**src/rtl/ppcs_pkg.sv**
```systemverilog
`timescale 1ns / 1ps

package ppcs_pkg;

	localparam int TICK_BITS_DEFAULT = 32;
	localparam int NOW_WIDTH = 32;
	localparam int TIMEOUT_WIDTH = 16;
	localparam int FAULT_WIDTH = 7;
	localparam logic [TIMEOUT_WIDTH-1:0] TIMEOUT_RESET = 16'd1000;

	// Sticky fault bit positions.
	localparam int FB_INVALID = 0;
	localparam int FB_EFUSE_ON_TO = 1;
	localparam int FB_CHARGER_ON_TO = 2;
	localparam int FB_CHARGER_OFF_TO = 3;
	localparam int FB_EFUSE_OFF_TO = 4;
	localparam int FB_PANEL0 = 5;
	localparam int FB_PANEL1 = 6;

	typedef enum logic [3:0] {
		ST_STARTUP     = 4'd0,
		ST_MPPT_OFF    = 4'd1,
		ST_EFUSE_ON    = 4'd2,
		ST_CHARGER_ON  = 4'd3,
		ST_UMBILICAL   = 4'd4,
		ST_CHARGER_OFF = 4'd5,
		ST_EFUSE_OFF   = 4'd6,
		ST_MPPT_ON     = 4'd7,
		ST_NORMAL      = 4'd8,
		ST_FAULT       = 4'd9
	} seq_state_t;

	// Sampled pins of one tick.
	typedef struct packed {
		logic umbilical_power_good;
		logic battery_power_good;
		logic charger_power_good;
		logic charger_ok_low;
		logic panel0_present;
		logic panel1_present;
	} pins_t;

	// Sequencer context apart from the entry time stamp.
	typedef struct packed {
		seq_state_t             state;
		logic                   entering;
		logic [FAULT_WIDTH-1:0] faults;
		logic                   charger_on;
		logic                   efuse_on;
		logic                   mppt0_on;
		logic                   mppt1_on;
	} ctx_t;

endpackage

```
**src/rtl/power_path_charge_sequencer.sv**
```systemverilog
`timescale 1ns / 1ps
// A tick passes through the input register and then the result register.
// Throughput: one tick per cycle unless out_stall holds the result; the state register loop is combinational.
// Reset: arst_n low clears the sequencer to startup with the entry flag set, all drives
// and fault bits off, both pipeline valids low, and the handshake timeout at 1000 ms.
module power_path_charge_sequencer
	import ppcs_pkg::*;
#(
	parameter int TICK_BITS = TICK_BITS_DEFAULT
) (
	input  logic                     clk,
	input  logic                     arst_n,

	// Configuration: handshake timeout in milliseconds.
	input  logic                     cfg_wr_en,
	input  logic [TIMEOUT_WIDTH-1:0] cfg_wr_data,

	// Tick input channel.
	input  logic                     in_valid,
	output logic                     in_stall,
	input  logic [NOW_WIDTH-1:0]     now_ms,
	input  logic                     umbilical_power_good,
	input  logic                     battery_power_good,
	input  logic                     charger_power_good,
	input  logic                     charger_ok_low,
	input  logic                     panel0_present,
	input  logic                     panel1_present,

	// Result channel.
	output logic                     out_valid,
	input  logic                     out_stall,
	output logic [3:0]               sequencer_state,
	output logic [FAULT_WIDTH-1:0]   fault_bits,
	output logic                     charger_enable,
	output logic                     charger_efuse_enable,
	output logic                     mppt0_enable,
	output logic                     mppt1_enable
);

	logic [TIMEOUT_WIDTH-1:0] handshake_timeout_q;
	pins_t                    pins;
	pins_t                    pins_s1;
	logic                     valid_s1;
	logic [NOW_WIDTH-1:0]     now_s1;
	logic                     advance;
	ctx_t                     result_q;

	// The timeout register is to be written by the user only while the block is idle, so
	// it can feed the compare directly; the block itself does not enforce this.
	always_ff @(posedge clk or negedge arst_n) begin
		if (!arst_n) begin
			handshake_timeout_q <= TIMEOUT_RESET;
		end else if (cfg_wr_en) begin
			handshake_timeout_q <= cfg_wr_data;
		end
	end

	assign pins = '{
		umbilical_power_good: umbilical_power_good,
		battery_power_good:   battery_power_good,
		charger_power_good:   charger_power_good,
		charger_ok_low:       charger_ok_low,
		panel0_present:       panel0_present,
		panel1_present:       panel1_present
	};

	// The input register takes a new tick whenever its current one moves
	// into the sequencer, so a result waiting on out_stall does not block
	// the next transfer by more than the one stage of buffering.
	ppcs_in_reg u_in_reg (
		.clk     (clk),
		.arst_n  (arst_n),
		.in_valid(in_valid),
		.in_stall(in_stall),
		.now_ms  (now_ms),
		.pins    (pins),
		.advance (advance),
		.valid_s1(valid_s1),
		.now_s1  (now_s1),
		.pins_s1 (pins_s1)
	);

	// The core holds the sequencer state and the result register. Each
	// tick is one state decode plus a wrap-around subtract and compare.
	ppcs_core #(
		.TICK_BITS(TICK_BITS)
	) u_core (
		.clk        (clk),
		.arst_n     (arst_n),
		.valid_s1   (valid_s1),
		.now_s1     (now_s1),
		.pins_s1    (pins_s1),
		.timeout    (handshake_timeout_q),
		.advance    (advance),
		.out_stall  (out_stall),
		.out_valid_q(out_valid),
		.result_q   (result_q)
	);

	assign sequencer_state = result_q.state;
	assign fault_bits = result_q.faults;
	assign charger_enable = result_q.charger_on;
	assign charger_efuse_enable = result_q.efuse_on;
	assign mppt0_enable = result_q.mppt0_on;
	assign mppt1_enable = result_q.mppt1_on;

endmodule

```
**src/rtl/ppcs_in_reg.sv**
```systemverilog
`timescale 1ns / 1ps

module ppcs_in_reg
	import ppcs_pkg::*;
(
	input  logic                 clk,
	input  logic                 arst_n,
	input  logic                 in_valid,
	output logic                 in_stall,
	input  logic [NOW_WIDTH-1:0] now_ms,
	input  pins_t                pins,
	input  logic                 advance,
	output logic                 valid_s1,
	output logic [NOW_WIDTH-1:0] now_s1,
	output pins_t                pins_s1
);

	logic load;

	// The stage can refill in the same cycle that its tick moves on.
	assign in_stall = valid_s1 & ~advance;
	assign load = in_valid & ~in_stall;

	always_ff @(posedge clk or negedge arst_n) begin
		if (!arst_n) begin
			valid_s1 <= 1'b0;
		end else if (load) begin
			valid_s1 <= 1'b1;
		end else if (advance) begin
			valid_s1 <= 1'b0;
		end
	end

	always_ff @(posedge clk) begin
		if (load) begin
			now_s1 <= now_ms;
			pins_s1 <= pins;
		end
	end

endmodule

```
**src/rtl/ppcs_step.sv**
```systemverilog
`timescale 1ns / 1ps

module ppcs_step
	import ppcs_pkg::*;
#(
	parameter int TICK_BITS = TICK_BITS_DEFAULT
) (
	input  ctx_t                     cur,
	input  logic [TICK_BITS-1:0]     entry_time,
	input  logic [TICK_BITS-1:0]     now,
	input  pins_t                    pins,
	input  logic [TIMEOUT_WIDTH-1:0] timeout,
	output ctx_t                     nxt,
	output logic [TICK_BITS-1:0]     nxt_entry_time
);

	logic [TICK_BITS-1:0] elapsed;
	logic                 timed_out;
	logic                 go;
	seq_state_t           go_state;

	// Wrap-around elapsed time since the current state was entered.
	assign elapsed = now - entry_time;
	assign timed_out = elapsed >= {{(TICK_BITS-TIMEOUT_WIDTH){1'b0}}, timeout};

	always_comb begin
		nxt = cur;
		go = 1'b0;
		go_state = cur.state;
		case (cur.state)
			ST_STARTUP: begin
				go = 1'b1;
				if (pins.umbilical_power_good) begin
					go_state = ST_MPPT_OFF;
				end else if (pins.battery_power_good) begin
					go_state = ST_CHARGER_OFF;
				end else begin
					go_state = ST_FAULT;
					nxt.faults[FB_INVALID] = 1'b1;
				end
			end
			ST_MPPT_OFF: begin
				if (cur.entering) begin
					nxt.entering = 1'b0;
					nxt.mppt0_on = 1'b0;
					nxt.mppt1_on = 1'b0;
				end else begin
					go = 1'b1;
					go_state = ST_EFUSE_ON;
				end
			end
			ST_EFUSE_ON: begin
				if (cur.entering) begin
					nxt.entering = 1'b0;
					nxt.efuse_on = 1'b1;
				end else if (pins.charger_power_good) begin
					go = 1'b1;
					go_state = ST_CHARGER_ON;
				end else if (timed_out) begin
					go = 1'b1;
					go_state = ST_FAULT;
					nxt.faults[FB_EFUSE_ON_TO] = 1'b1;
				end
			end
			ST_CHARGER_ON: begin
				if (cur.entering) begin
					nxt.entering = 1'b0;
					nxt.charger_on = 1'b1;
				end else if (!pins.charger_ok_low) begin
					go = 1'b1;
					go_state = ST_UMBILICAL;
				end else if (timed_out) begin
					go = 1'b1;
					go_state = ST_FAULT;
					nxt.faults[FB_CHARGER_ON_TO] = 1'b1;
				end
			end
			ST_UMBILICAL: begin
				if (cur.entering) begin
					nxt.entering = 1'b0;
				end else if (!pins.umbilical_power_good) begin
					go = 1'b1;
					go_state = ST_CHARGER_OFF;
				end
			end
			ST_CHARGER_OFF: begin
				if (cur.entering) begin
					nxt.entering = 1'b0;
					nxt.charger_on = 1'b0;
				end else if (pins.charger_ok_low) begin
					go = 1'b1;
					go_state = ST_EFUSE_OFF;
				end else if (timed_out) begin
					go = 1'b1;
					go_state = ST_FAULT;
					nxt.faults[FB_CHARGER_OFF_TO] = 1'b1;
				end
			end
			ST_EFUSE_OFF: begin
				if (cur.entering) begin
					nxt.entering = 1'b0;
					nxt.efuse_on = 1'b0;
				end else if (!pins.charger_power_good) begin
					go = 1'b1;
					go_state = ST_MPPT_ON;
				end else if (timed_out) begin
					go = 1'b1;
					go_state = ST_FAULT;
					nxt.faults[FB_EFUSE_OFF_TO] = 1'b1;
				end
			end
			ST_MPPT_ON: begin
				if (cur.entering) begin
					// Both channels are driven on; a missing panel is only flagged.
					nxt.entering = 1'b0;
					nxt.mppt0_on = 1'b1;
					nxt.mppt1_on = 1'b1;
					if (!pins.panel0_present) begin
						nxt.faults[FB_PANEL0] = 1'b1;
					end
					if (!pins.panel1_present) begin
						nxt.faults[FB_PANEL1] = 1'b1;
					end
				end else begin
					go = 1'b1;
					go_state = ST_NORMAL;
				end
			end
			ST_NORMAL: begin
				if (cur.entering) begin
					nxt.entering = 1'b0;
				end else if (pins.umbilical_power_good) begin
					go = 1'b1;
					go_state = ST_MPPT_OFF;
				end
			end
			ST_FAULT: begin
				if (cur.entering) begin
					nxt.entering = 1'b0;
					nxt.charger_on = 1'b0;
					nxt.efuse_on = 1'b0;
					nxt.mppt0_on = 1'b0;
					nxt.mppt1_on = 1'b0;
				end
			end
			default: begin
				go = 1'b1;
				go_state = ST_FAULT;
				nxt.faults[FB_INVALID] = 1'b1;
			end
		endcase

		nxt_entry_time = entry_time;
		if (go) begin
			nxt.state = go_state;
			nxt.entering = 1'b1;
			nxt_entry_time = now;
		end
	end

endmodule

```
**src/rtl/ppcs_core.sv**
```systemverilog
`timescale 1ns / 1ps

module ppcs_core
	import ppcs_pkg::*;
#(
	parameter int TICK_BITS = TICK_BITS_DEFAULT
) (
	input  logic                     clk,
	input  logic                     arst_n,
	input  logic                     valid_s1,
	input  logic [NOW_WIDTH-1:0]     now_s1,
	input  pins_t                    pins_s1,
	input  logic [TIMEOUT_WIDTH-1:0] timeout,
	output logic                     advance,
	input  logic                     out_stall,
	output logic                     out_valid_q,
	output ctx_t                     result_q
);

	ctx_t                 ctx_q;
	ctx_t                 ctx_nxt;
	logic [TICK_BITS-1:0] entry_time_q;
	logic [TICK_BITS-1:0] entry_time_nxt;
	logic [TICK_BITS-1:0] now_tick;

	// Tick value taken modulo 2^TICK_BITS.
	generate
		if (TICK_BITS >= NOW_WIDTH) begin : g_now_ext
			assign now_tick = {{(TICK_BITS-NOW_WIDTH){1'b0}}, now_s1};
		end else begin : g_now_trunc
			assign now_tick = now_s1[TICK_BITS-1:0];
		end
	endgenerate

	assign advance = valid_s1 & (~out_valid_q | ~out_stall);

	ppcs_step #(
		.TICK_BITS(TICK_BITS)
	) u_step (
		.cur           (ctx_q),
		.entry_time    (entry_time_q),
		.now           (now_tick),
		.pins          (pins_s1),
		.timeout       (timeout),
		.nxt           (ctx_nxt),
		.nxt_entry_time(entry_time_nxt)
	);

	always_ff @(posedge clk or negedge arst_n) begin
		if (!arst_n) begin
			ctx_q <= '{state: ST_STARTUP, entering: 1'b1, default: '0};
			entry_time_q <= '0;
			out_valid_q <= 1'b0;
		end else begin
			if (advance) begin
				ctx_q <= ctx_nxt;
				entry_time_q <= entry_time_nxt;
				out_valid_q <= 1'b1;
			end else if (!out_stall) begin
				out_valid_q <= 1'b0;
			end
		end
	end

	always_ff @(posedge clk) begin
		if (advance) begin
			result_q <= ctx_nxt;
		end
	end

endmodule

```
**config.mk**
```make
export PLATFORM = sky130hd
export DESIGN_NAME = power_path_charge_sequencer
export DESIGN_NICKNAME = d
export VERILOG_FILES = /design/src/rtl/ppcs_pkg.sv /design/src/rtl/power_path_charge_sequencer.sv /design/src/rtl/ppcs_in_reg.sv /design/src/rtl/ppcs_step.sv /design/src/rtl/ppcs_core.sv
export SDC_FILE = /design/constraint.sdc
export NUM_CORES = 1
export LEC_CHECK = 0
export BUFFER_PORTS_ARGS = -buffer_cell sky130_fd_sc_hd__buf_2
export CORE_ASPECT_RATIO = 0.6
export CORE_MARGIN = 2
export CORE_UTILIZATION = 55
export CTS_CLUSTER_DIAMETER = 60
export DETAILED_ROUTE_END_ITERATION = 10
export GPL_TIMING_DRIVEN = 0
export PLACE_DENSITY_LB_ADDON = 0.2
export SETUP_SLACK_MARGIN = 0.3
export SYNTH_ARGS = -nofsm -noshare
export SYNTH_HDL_FRONTEND = slang
export SYNTH_SLANG_ARGS = --single-unit
```
**constraint.sdc**
```tcl
create_clock -name clk -period 6.8 [get_ports clk]
set_input_delay 0.68 -clock clk [delete_from_list [all_inputs] [get_ports clk]]
set_output_delay 0.68 -clock clk [all_outputs]
set_load 0.005 [all_outputs]
```
==> results of run 1 <==
[cells by family (layout without fill, tap and decap cells)]
kind of cell | count (synthesis) | count (layout) | synth area share, %
AOI/OAI and AO/OA | 209 | 209 | 18.09
xor gates and xnor gates | 23 | 23 | 2.712
adders and majority gates | 48 | 48 | 8.186
buffers and inverters | 100 | 207 | 5.457
DFF | 119 | 119 | 43.78
muxes | 39 | 39 | 7.276
and+or+nand+nor | 210 | 210 | 14.50
[per-stage QoR]
stage               hold WS, ns  worst slack, ns
floorplan                0.3844            2.263
global placement         0.4528            1.381
detailed placement       0.4582            1.299
CTS                      0.4246            1.254
global route             0.4185           0.7608
finish                   0.3774            1.238
[flip-flops by register name, summed over array words and instances, names as in the netlist]
signal               count
u_core.entry_time_q     32
u_in_reg.now_s1         32
handshake_timeout_q     16
u_core.ctx_q            16
u_core.result_q         15
u_in_reg.pins_s1         6
u_core.out_valid_q       1
u_in_reg.valid_s1        1
[cells in the mapped netlist (7+ instances only)]
library cell	n	share of area [%]
a31oi_1	7	0.59
nand2_1	67	3.4
edfxtp_1	53	21
dfrtp_1	59	20
nor3_1	15	1.0
nor2b_1	7	0.59
clkbuf_1	25	1.3
nor2_1	39	2.0
nor4_1	8	0.67
dfstp_2	7	2.5
a21oi_1	49	3.3
a211oi_1	8	0.81
a21o_1	21	2.1
o21ai_0	61	4.1
ha_1	47	7.9
nand4_1	16	1.3
xnor2_1	18	2.1
mux2_4	28	5.7
inv_1	62	3.1
nand2b_1	8	0.67
o21a_1	10	1.0
nand3_1	9	0.61
mux2_2	8	1.2
o211ai_1	7	0.71
[worst paths after layout]
check	from	to	slack (ns)	depth (start not counted)
setup reg to reg	u_in_reg.now_s1[0]$_DFFE_PP_	u_core.entry_time_q[8]$_DFFE_PN0P_	1.24	19
setup / recovery	u_in_reg.now_s1[0]$_DFFE_PP_	u_core.entry_time_q[8]$_DFFE_PN0P_	1.24	19
max in group asynchronous	arst_n	u_core.ctx_q[12]$_DFFE_PN0P_	5.80	1
min in group clk	now_ms[17]	u_in_reg.now_s1[17]$_DFFE_PP_	0.43	1
hold / removal	arst_n	u_core.entry_time_q[15]$_DFFE_PN0P_	0.38	1
hold reg to reg	u_core.ctx_q[8]$_DFFE_PN0P_	u_core.ctx_q[8]$_DFFE_PN0P_	0.47	1
[power by group through the flow]
stage          Combinational, mW  Clock [mW]  Sequential, mW
6_report                    2.24       0.913            1.06
5_1_grt                     2.47       0.959            1.08
4_1_cts                     2.20       0.922            1.06
3_5_place_dp                2.16           0            1.07
3_3_place_gp                2.10           0            1.05
2_1_floorplan               1.67           0            1.04
[per-layer routing]
layer  up-vias  GRT usage, %
met2       289         40.10
li1       2921             -
met5         -             0
met1      2967         40.96
met3        31         6.458
met4         0         8.022
[layout by cell type (no fill, tap or decap), types with 16 or more instances in the layout]
master	synthesis	routed
nand4_1	16	16
a21oi_1	49	49
clkbuf_16	0	17
a21o_1	21	21
inv_1	62	62
o21ai_0	61	61
clkbuf_1	25	25
edfxtp_1	53	53
xnor2_1	18	18
buf_2	4	78
dfrtp_1	59	59
nor2_1	39	39
ha_1	47	47
mux2_4	28	28
nand2_1	67	67
[critical path, delay by kind of cell, from the launching register on]
kind / cells / cell delay (ns)
xor+xnor: 1 / 0.19
mux: 1 / 0.33
fa+ha+maj: 3 / 0.96
buf+inv: 2 / 0.31
compound gates: 5 / 1.58
simple gates: 7 / 1.70
flops: 1 / 0.35
[area by class of cell]
| class | count | area (sq um) |
|---|---|---|
| multi-input cells | 529 | 3772 |
| repair buffers | 75 | 377.9 |
| flip-flops and latches | 119 | 3252 |
| clock inverters | 15 | 168.9 |
| fillers | 1030 | 4398 |
| plain buffers | 36 | 165.2 |
| clock buffers | 17 | 425.4 |
| well taps | 170 | 212.7 |
| inverters | 64 | 240.2 |
==> flow_metrics.env, run 1 <==
export IMPL_finalClockSkew_ns=0.01544
export IMPL_cp_slowest_cell="a2111oi_2"
export IMPL_cts_tree="done"
export IMPL_route_detailed_drc=0
export IMPL_drv_slew=0
export IMPL_highest_layer="met4"
export IMPL_area_growth_synth_to_final_pct=15.97
export IMPL_gr_usage_all_layers_pct=27.57
export IMPL_cp_cell_sequence="inv_1, ha_1, fa_1, and2b_1, o2111ai_1, a2111oi_2, nor3_1, xnor2_1, ha_1, nand4_1, or4_1, a31oi_1, a311o_1, nor4_1, o2111ai_1, nor4_4, nor2_4, buf_6, mux2_4"
export IMPL_drive_above_1_share_pct=20.47
export IMPL_synthesis_area_sq_um=7428
export IMPL_hp_class="input pin to asynchronous set/reset pin"
export IMPL_post_cts_buffers=0
export IMPL_ys_ff_latch=119
export IMPL_dpl_cell_area_sq_um=8020
export IMPL_syn_inst=748
export IMPL_num_vias=6208
export IMPL_routed_wl_microns=18840
export IMPL_nets=949
export IMPL_drt_met1_wl_microns=9191
export IMPL_cts_clk_slew_worst_paths_ns=0.06
export IMPL_slew_headroom_pct=17.96
export IMPL_ys_types=71
export IMPL_switching_power_mw=1.766
export IMPL_syn_area_per_cell_sq_um=9.931
export IMPL_io_buffers=75
export IMPL_syn_num_nets=855
export IMPL_antenna_cells=0
export IMPL_cts_resized_gates=0
export IMPL_post_route_util_pct=66.20
export IMPL_grt_overflow=0
export IMPL_maxCapViolations=0
export IMPL_setup_viol=0
export IMPL_required_ns=7.09
export IMPL_synth_edff_count=53
export IMPL_post_drt_wl_per_cell_microns=18.38
export IMPL_final_cells=1025
export IMPL_fmax_mhz=179.8
export IMPL_dieHeight_microns=94.02
export IMPL_via_per_inst=6.057
export IMPL_holdBufCountCts=0
export IMPL_core_area_sq_um=13010
export IMPL_p_leak_nw=3.801
export IMPL_power_per_cell_area_nw_per_um2=488.7
export IMPL_power_mw=4.210
export IMPL_hold_viol=0
export IMPL_ys_async_sr_fraction_pct=55.46
export IMPL_grt_pass1_wl_microns=31090
export IMPL_grt_pass1_vias=6016
export IMPL_dpl_hpwl_microns=13630
export IMPL_comb_power_share_pct=53.1
export IMPL_path_max_fanout=10
export IMPL_switching_share_pct=41.94
export IMPL_outcome="finished, final reports clean"
export IMPL_cts_htree_levels=4
export IMPL_p_seq_share_pct=25.2
export IMPL_dominantRegCellSynth="dfrtp_1"
export IMPL_pin_count=76
export IMPL_rsz0062_at_grt="no"
export IMPL_start_kind="flip-flop"
export IMPL_drt_first_iter_violations=620
export IMPL_start_util_pct=57.09
export IMPL_first_pass_iters=5
export IMPL_grt_max_degree=67
export IMPL_post_route_period_util_pct=81.79
export IMPL_layout_min_cycle_time_ns=5.562
export IMPL_die_x_microns=154.0
export IMPL_ant_nets=0
export IMPL_finalInstanceArea_sq_um=8615
export IMPL_numClockSinks=119
export IMPL_critPathKind="flip-flop to flip-flop"
export IMPL_cts_root_buf="clkbuf_16"
export IMPL_dr_wl_met3_microns=1538
export IMPL_placed_cells=993
export IMPL_ir_drop_mv=0.2037
export IMPL_cts_buffers=17
export IMPL_max_stage_delay_ns=0.65
export IMPL_cp_end_kind="flip-flop"
export IMPL_antenna_found_initial=0
export IMPL_wl_met2_microns=7814
export IMPL_cp_arrival_ns=5.85
export IMPL_finalWeightedCongestion=0.9500
export IMPL_worstMarginPinSlew_ns=1.231
export IMPL_clock_path_buffers=2
export IMPL_tns_ns=0
export IMPL_ys_warn_count=0
export IMPL_clock_power_share_pct=21.7
export IMPL_clkLatencyLatePin_ns=0.42
export IMPL_rows=32
export IMPL_p_int_mw=2.444
export IMPL_fp_dieArea_sq_um=14480
export IMPL_synth_seq_area_share_pct=43.78
(Power assumes the default switching activity.)
==> run 2: changes to the inputs <==
--- a/config.mk
+++ b/config.mk
@@ -5,10 +5,11 @@
 export SDC_FILE = /design/constraint.sdc
 export NUM_CORES = 1
 export LEC_CHECK = 0
+export ABC_AREA = 1
 export BUFFER_PORTS_ARGS = -buffer_cell sky130_fd_sc_hd__buf_2
 export CORE_ASPECT_RATIO = 0.6
 export CORE_MARGIN = 2
-export CORE_UTILIZATION = 55
+export CORE_UTILIZATION = 54
 export CTS_CLUSTER_DIAMETER = 60
 export DETAILED_ROUTE_END_ITERATION = 10
 export GPL_TIMING_DRIVEN = 0
==> constraint.sdc (replaced) <==
create_clock -name clk -period 4.8 [get_ports clk]
set_input_delay 0.48 -clock clk [delete_from_list [all_inputs] [get_ports clk]]
set_output_delay 0.48 -clock clk [all_outputs]
set_load 0.005 [all_outputs]
==> flow_metrics.env, run 2 <==
export IMPL_outcome="finished, final reports clean"
export IMPL_synth_edff_count=53
export IMPL_wl_met2_microns=7563
export IMPL_grt_pass1_wl_microns=30720
export IMPL_highest_layer="met4"
export IMPL_ir_drop_mv=0.2612
export IMPL_cp_arrival_ns=4.64
export IMPL_start_util_pct=55.93
export IMPL_required_ns=5.10
export IMPL_synth_area_top_cells="edfxtp_1, dfrtp_1, nand2_1, inv_1, ha_1"
export IMPL_final_cell_mix="nand2_1, inv_1, buf_2"
export IMPL_ys_async_sr_fraction_pct=55.46
export IMPL_fillCellCount=1183
export IMPL_drt_met1_wl_microns=10300
export IMPL_finalWeightedCongestion=0.9481
export IMPL_setup_ws_ns=0.4588
export IMPL_dominantRegCellSynth="dfrtp_1"
export IMPL_start_kind="flip-flop"
export IMPL_antenna_found_initial=0
export IMPL_synthesis_area_sq_um=7714
export IMPL_pin_count=76
export IMPL_grt_max_degree=67
export IMPL_cp_num_cells=26
export IMPL_p_leak_nw=4.869
export IMPL_regArea_sq_um=3252
export IMPL_placed_cells=1335
export IMPL_yosysMostFrequentCell="nand2_1"
export IMPL_final_cells=1377
export IMPL_crit_top_cell="nand2_1"
export IMPL_ys_warn_count=0
export IMPL_largestRegisters="u_core.entry_time_q (32), u_in_reg.now_s1 (32)"
export IMPL_synth_seq_area_share_pct=42.16
export IMPL_setup_viol=0
export IMPL_drt_first_iter_violations=743
export IMPL_cts_htree_levels=4
export IMPL_r2r_start="u_in_reg.now_s1[11]$_DFFE_PP_"
export IMPL_post_route_util_pct=67.17
export IMPL_fmax_mhz=230.3
export IMPL_worstMarginPinSlew_ns=0.9279
export IMPL_clkLatencyLatePin_ns=0.43
export IMPL_cts_clk_slew_worst_paths_ns=0.07
export IMPL_io_buffers=75
export IMPL_synth_largest_area_cell="edfxtp_1"
export IMPL_hp_class="input pin to asynchronous set/reset pin"
export IMPL_drive_above_1_share_pct=15.11
export IMPL_mostFrequentLayoutCell="nand2_1"
export IMPL_num_vias=7025
export IMPL_layout_min_cycle_time_ns=4.341
export IMPL_rows=33
export IMPL_core_area_sq_um=13790
export IMPL_reg2reg_depth=26
export IMPL_area_growth_synth_to_final_pct=20.08
export IMPL_syn_num_nets=1175
export IMPL_dr_wl_met3_microns=1983
export IMPL_pre_cts_ws_ns=0.2751
export IMPL_syn_inst=1068
export IMPL_route_detailed_drc=0
export IMPL_path_max_fanout=10
export IMPL_numClockSinks=119
export IMPL_cts_buffers=17
export IMPL_cp_slowest_cell="edfxtp_1"
export IMPL_first_pass_iters=6
export IMPL_cp_end_kind="flip-flop"
export IMPL_post_route_period_util_pct=90.44
export IMPL_cp_startpoint="u_in_reg.now_s1[11]$_DFFE_PP_"
export IMPL_routed_wl_microns=20050
export IMPL_fp_dieArea_sq_um=15290
export IMPL_clock_path_buffers=2
export IMPL_die_x_microns=158.3
export IMPL_power_mw=6.093
export IMPL_tns_ns=0
export IMPL_ant_nets=0
export IMPL_gr_usage_all_layers_pct=26.54
export IMPL_nets=1279
export IMPL_dpl_hpwl_microns=14470
export IMPL_cts_tree="done"
export IMPL_max_stage_delay_ns=0.46
export IMPL_maxCapViolations=0
export IMPL_ys_types=45
export IMPL_critPathTopFamily="simple AND/OR/NAND/NOR gates"
export IMPL_drv_slew=0
export IMPL_post_drt_wl_per_cell_microns=14.56
export IMPL_multiInputGateArea_sq_um=3826
export IMPL_critical_path_buf_inv_count=2
export IMPL_antenna_cells=0
export IMPL_grt_pass1_vias=6081
export IMPL_via_per_inst=5.102
export IMPL_dieHeight_microns=96.58
export IMPL_syn_area_per_cell_sq_um=7.223
export IMPL_ys_ff_latch=119
export IMPL_slew_headroom_pct=37.66
export IMPL_yosys_top_cells_count="nand2_1, inv_1, nor2_1, nand3_1, dfrtp_1"
export IMPL_hold_viol=0
export IMPL_finalClockSkew_ns=0.01847
export IMPL_power_per_cell_area_nw_per_um2=657.8
export IMPL_critPathKind="flip-flop to flip-flop"
export IMPL_cts_root_buf="clkbuf_16"
export IMPL_grt_overflow=0
export IMPL_rsz0062_at_grt="no"
export IMPL_holdBufCountCts=0
export IMPL_synth_top_area_share_pct=20.63
-- run 2: cell count changes in the layout (fill, tap and decap cells not counted), moves of 17 or more --
cell and change:
nand2_1 +319, mux2_4 -28, a21o_1 -19, o21ai_0 -29
a21oi_1 -21, clkbuf_1 -17, nor2_1 +34, nand3_1 +58
inv_1 +141
-- run 2: where the power goes --
group	leakage, nW	internal, mW	switching, mW
Combinational	3.31	1.19	2.11
Sequential	1.28	1.32	0.145
Clock	0.284	0.821	0.496
-- run 2: logic make-up (layout without fill, tap and decap cells) --
logic type | after synthesis | after routing | share of synthesized area [%]
simple gates | 582 | 582 | 31.09
flops | 119 | 119 | 42.16
xor+xnor | 15 | 15 | 1.703
compound gates | 78 | 78 | 5.726
fa+ha+maj | 48 | 48 | 7.883
buf+inv | 225 | 342 | 11.29
mux | 1 | 1 | 0.1460
-- run 2: worst paths after layout --
| kind | to | slack, ns |
|---|---|---|
| setup / recovery | u_core.entry_time_q[6]$_DFFE_PN0P_ | 0.46 |
| hold / removal | handshake_timeout_q[10]$_DFFE_PN0P_ | 0.16 |
| setup reg to reg | u_core.entry_time_q[6]$_DFFE_PN0P_ | 0.46 |
| max in group asynchronous | u_core.ctx_q[0]$_DFFE_PN0P_ | 4.06 |
| min in group clk | u_in_reg.pins_s1[4]$_DFFE_PP_ | 0.23 |
| hold reg to reg | u_core.out_valid_q$_DFFE_PN0P_ | 0.45 |
-- run 2: area by class of cell --
cell class / count / share of cell area (%)
clock inverter: 14 / 1.878
inverter: 210 / 8.510
multi-input combinational: 724 / 41.31
clock buffer: 18 / 4.633
tap: 192 / 2.594
sequential: 119 / 35.11
timing repair buffer: 85 / 4.971
buffer: 15 / 0.9996
-- run 2: stage by stage --
| stage | area [sq um] | hold WS (ns) |
|---|---|---|
| 2_1_floorplan | 7714 | 0.1844 |
| 3_3_place_gp | 8329 | 0.4353 |
| 3_5_place_dp | 8332 | 0.4407 |
| 4_1_cts | 8940 | 0.1922 |
| 5_1_grt | 9263 | 0.2237 |
| 6_report | 9263 | 0.1628 |
-- run 2: layer usage --
metal  track usage (%)  vias to the layer above
met1             43.54                     3184
met2             34.86                      296
met5                 0                        -
met3             6.021                       24
li1                  -                     3521
met4             4.955                        0
-- run 2: repair_timing --
action / 4_1_cts / 5_1_grt
pin swaps: 0 / 14
resized for setup: 1 / 46
endpoints found under the setup margin: 30 / 37
setup buffers: 0 / 9
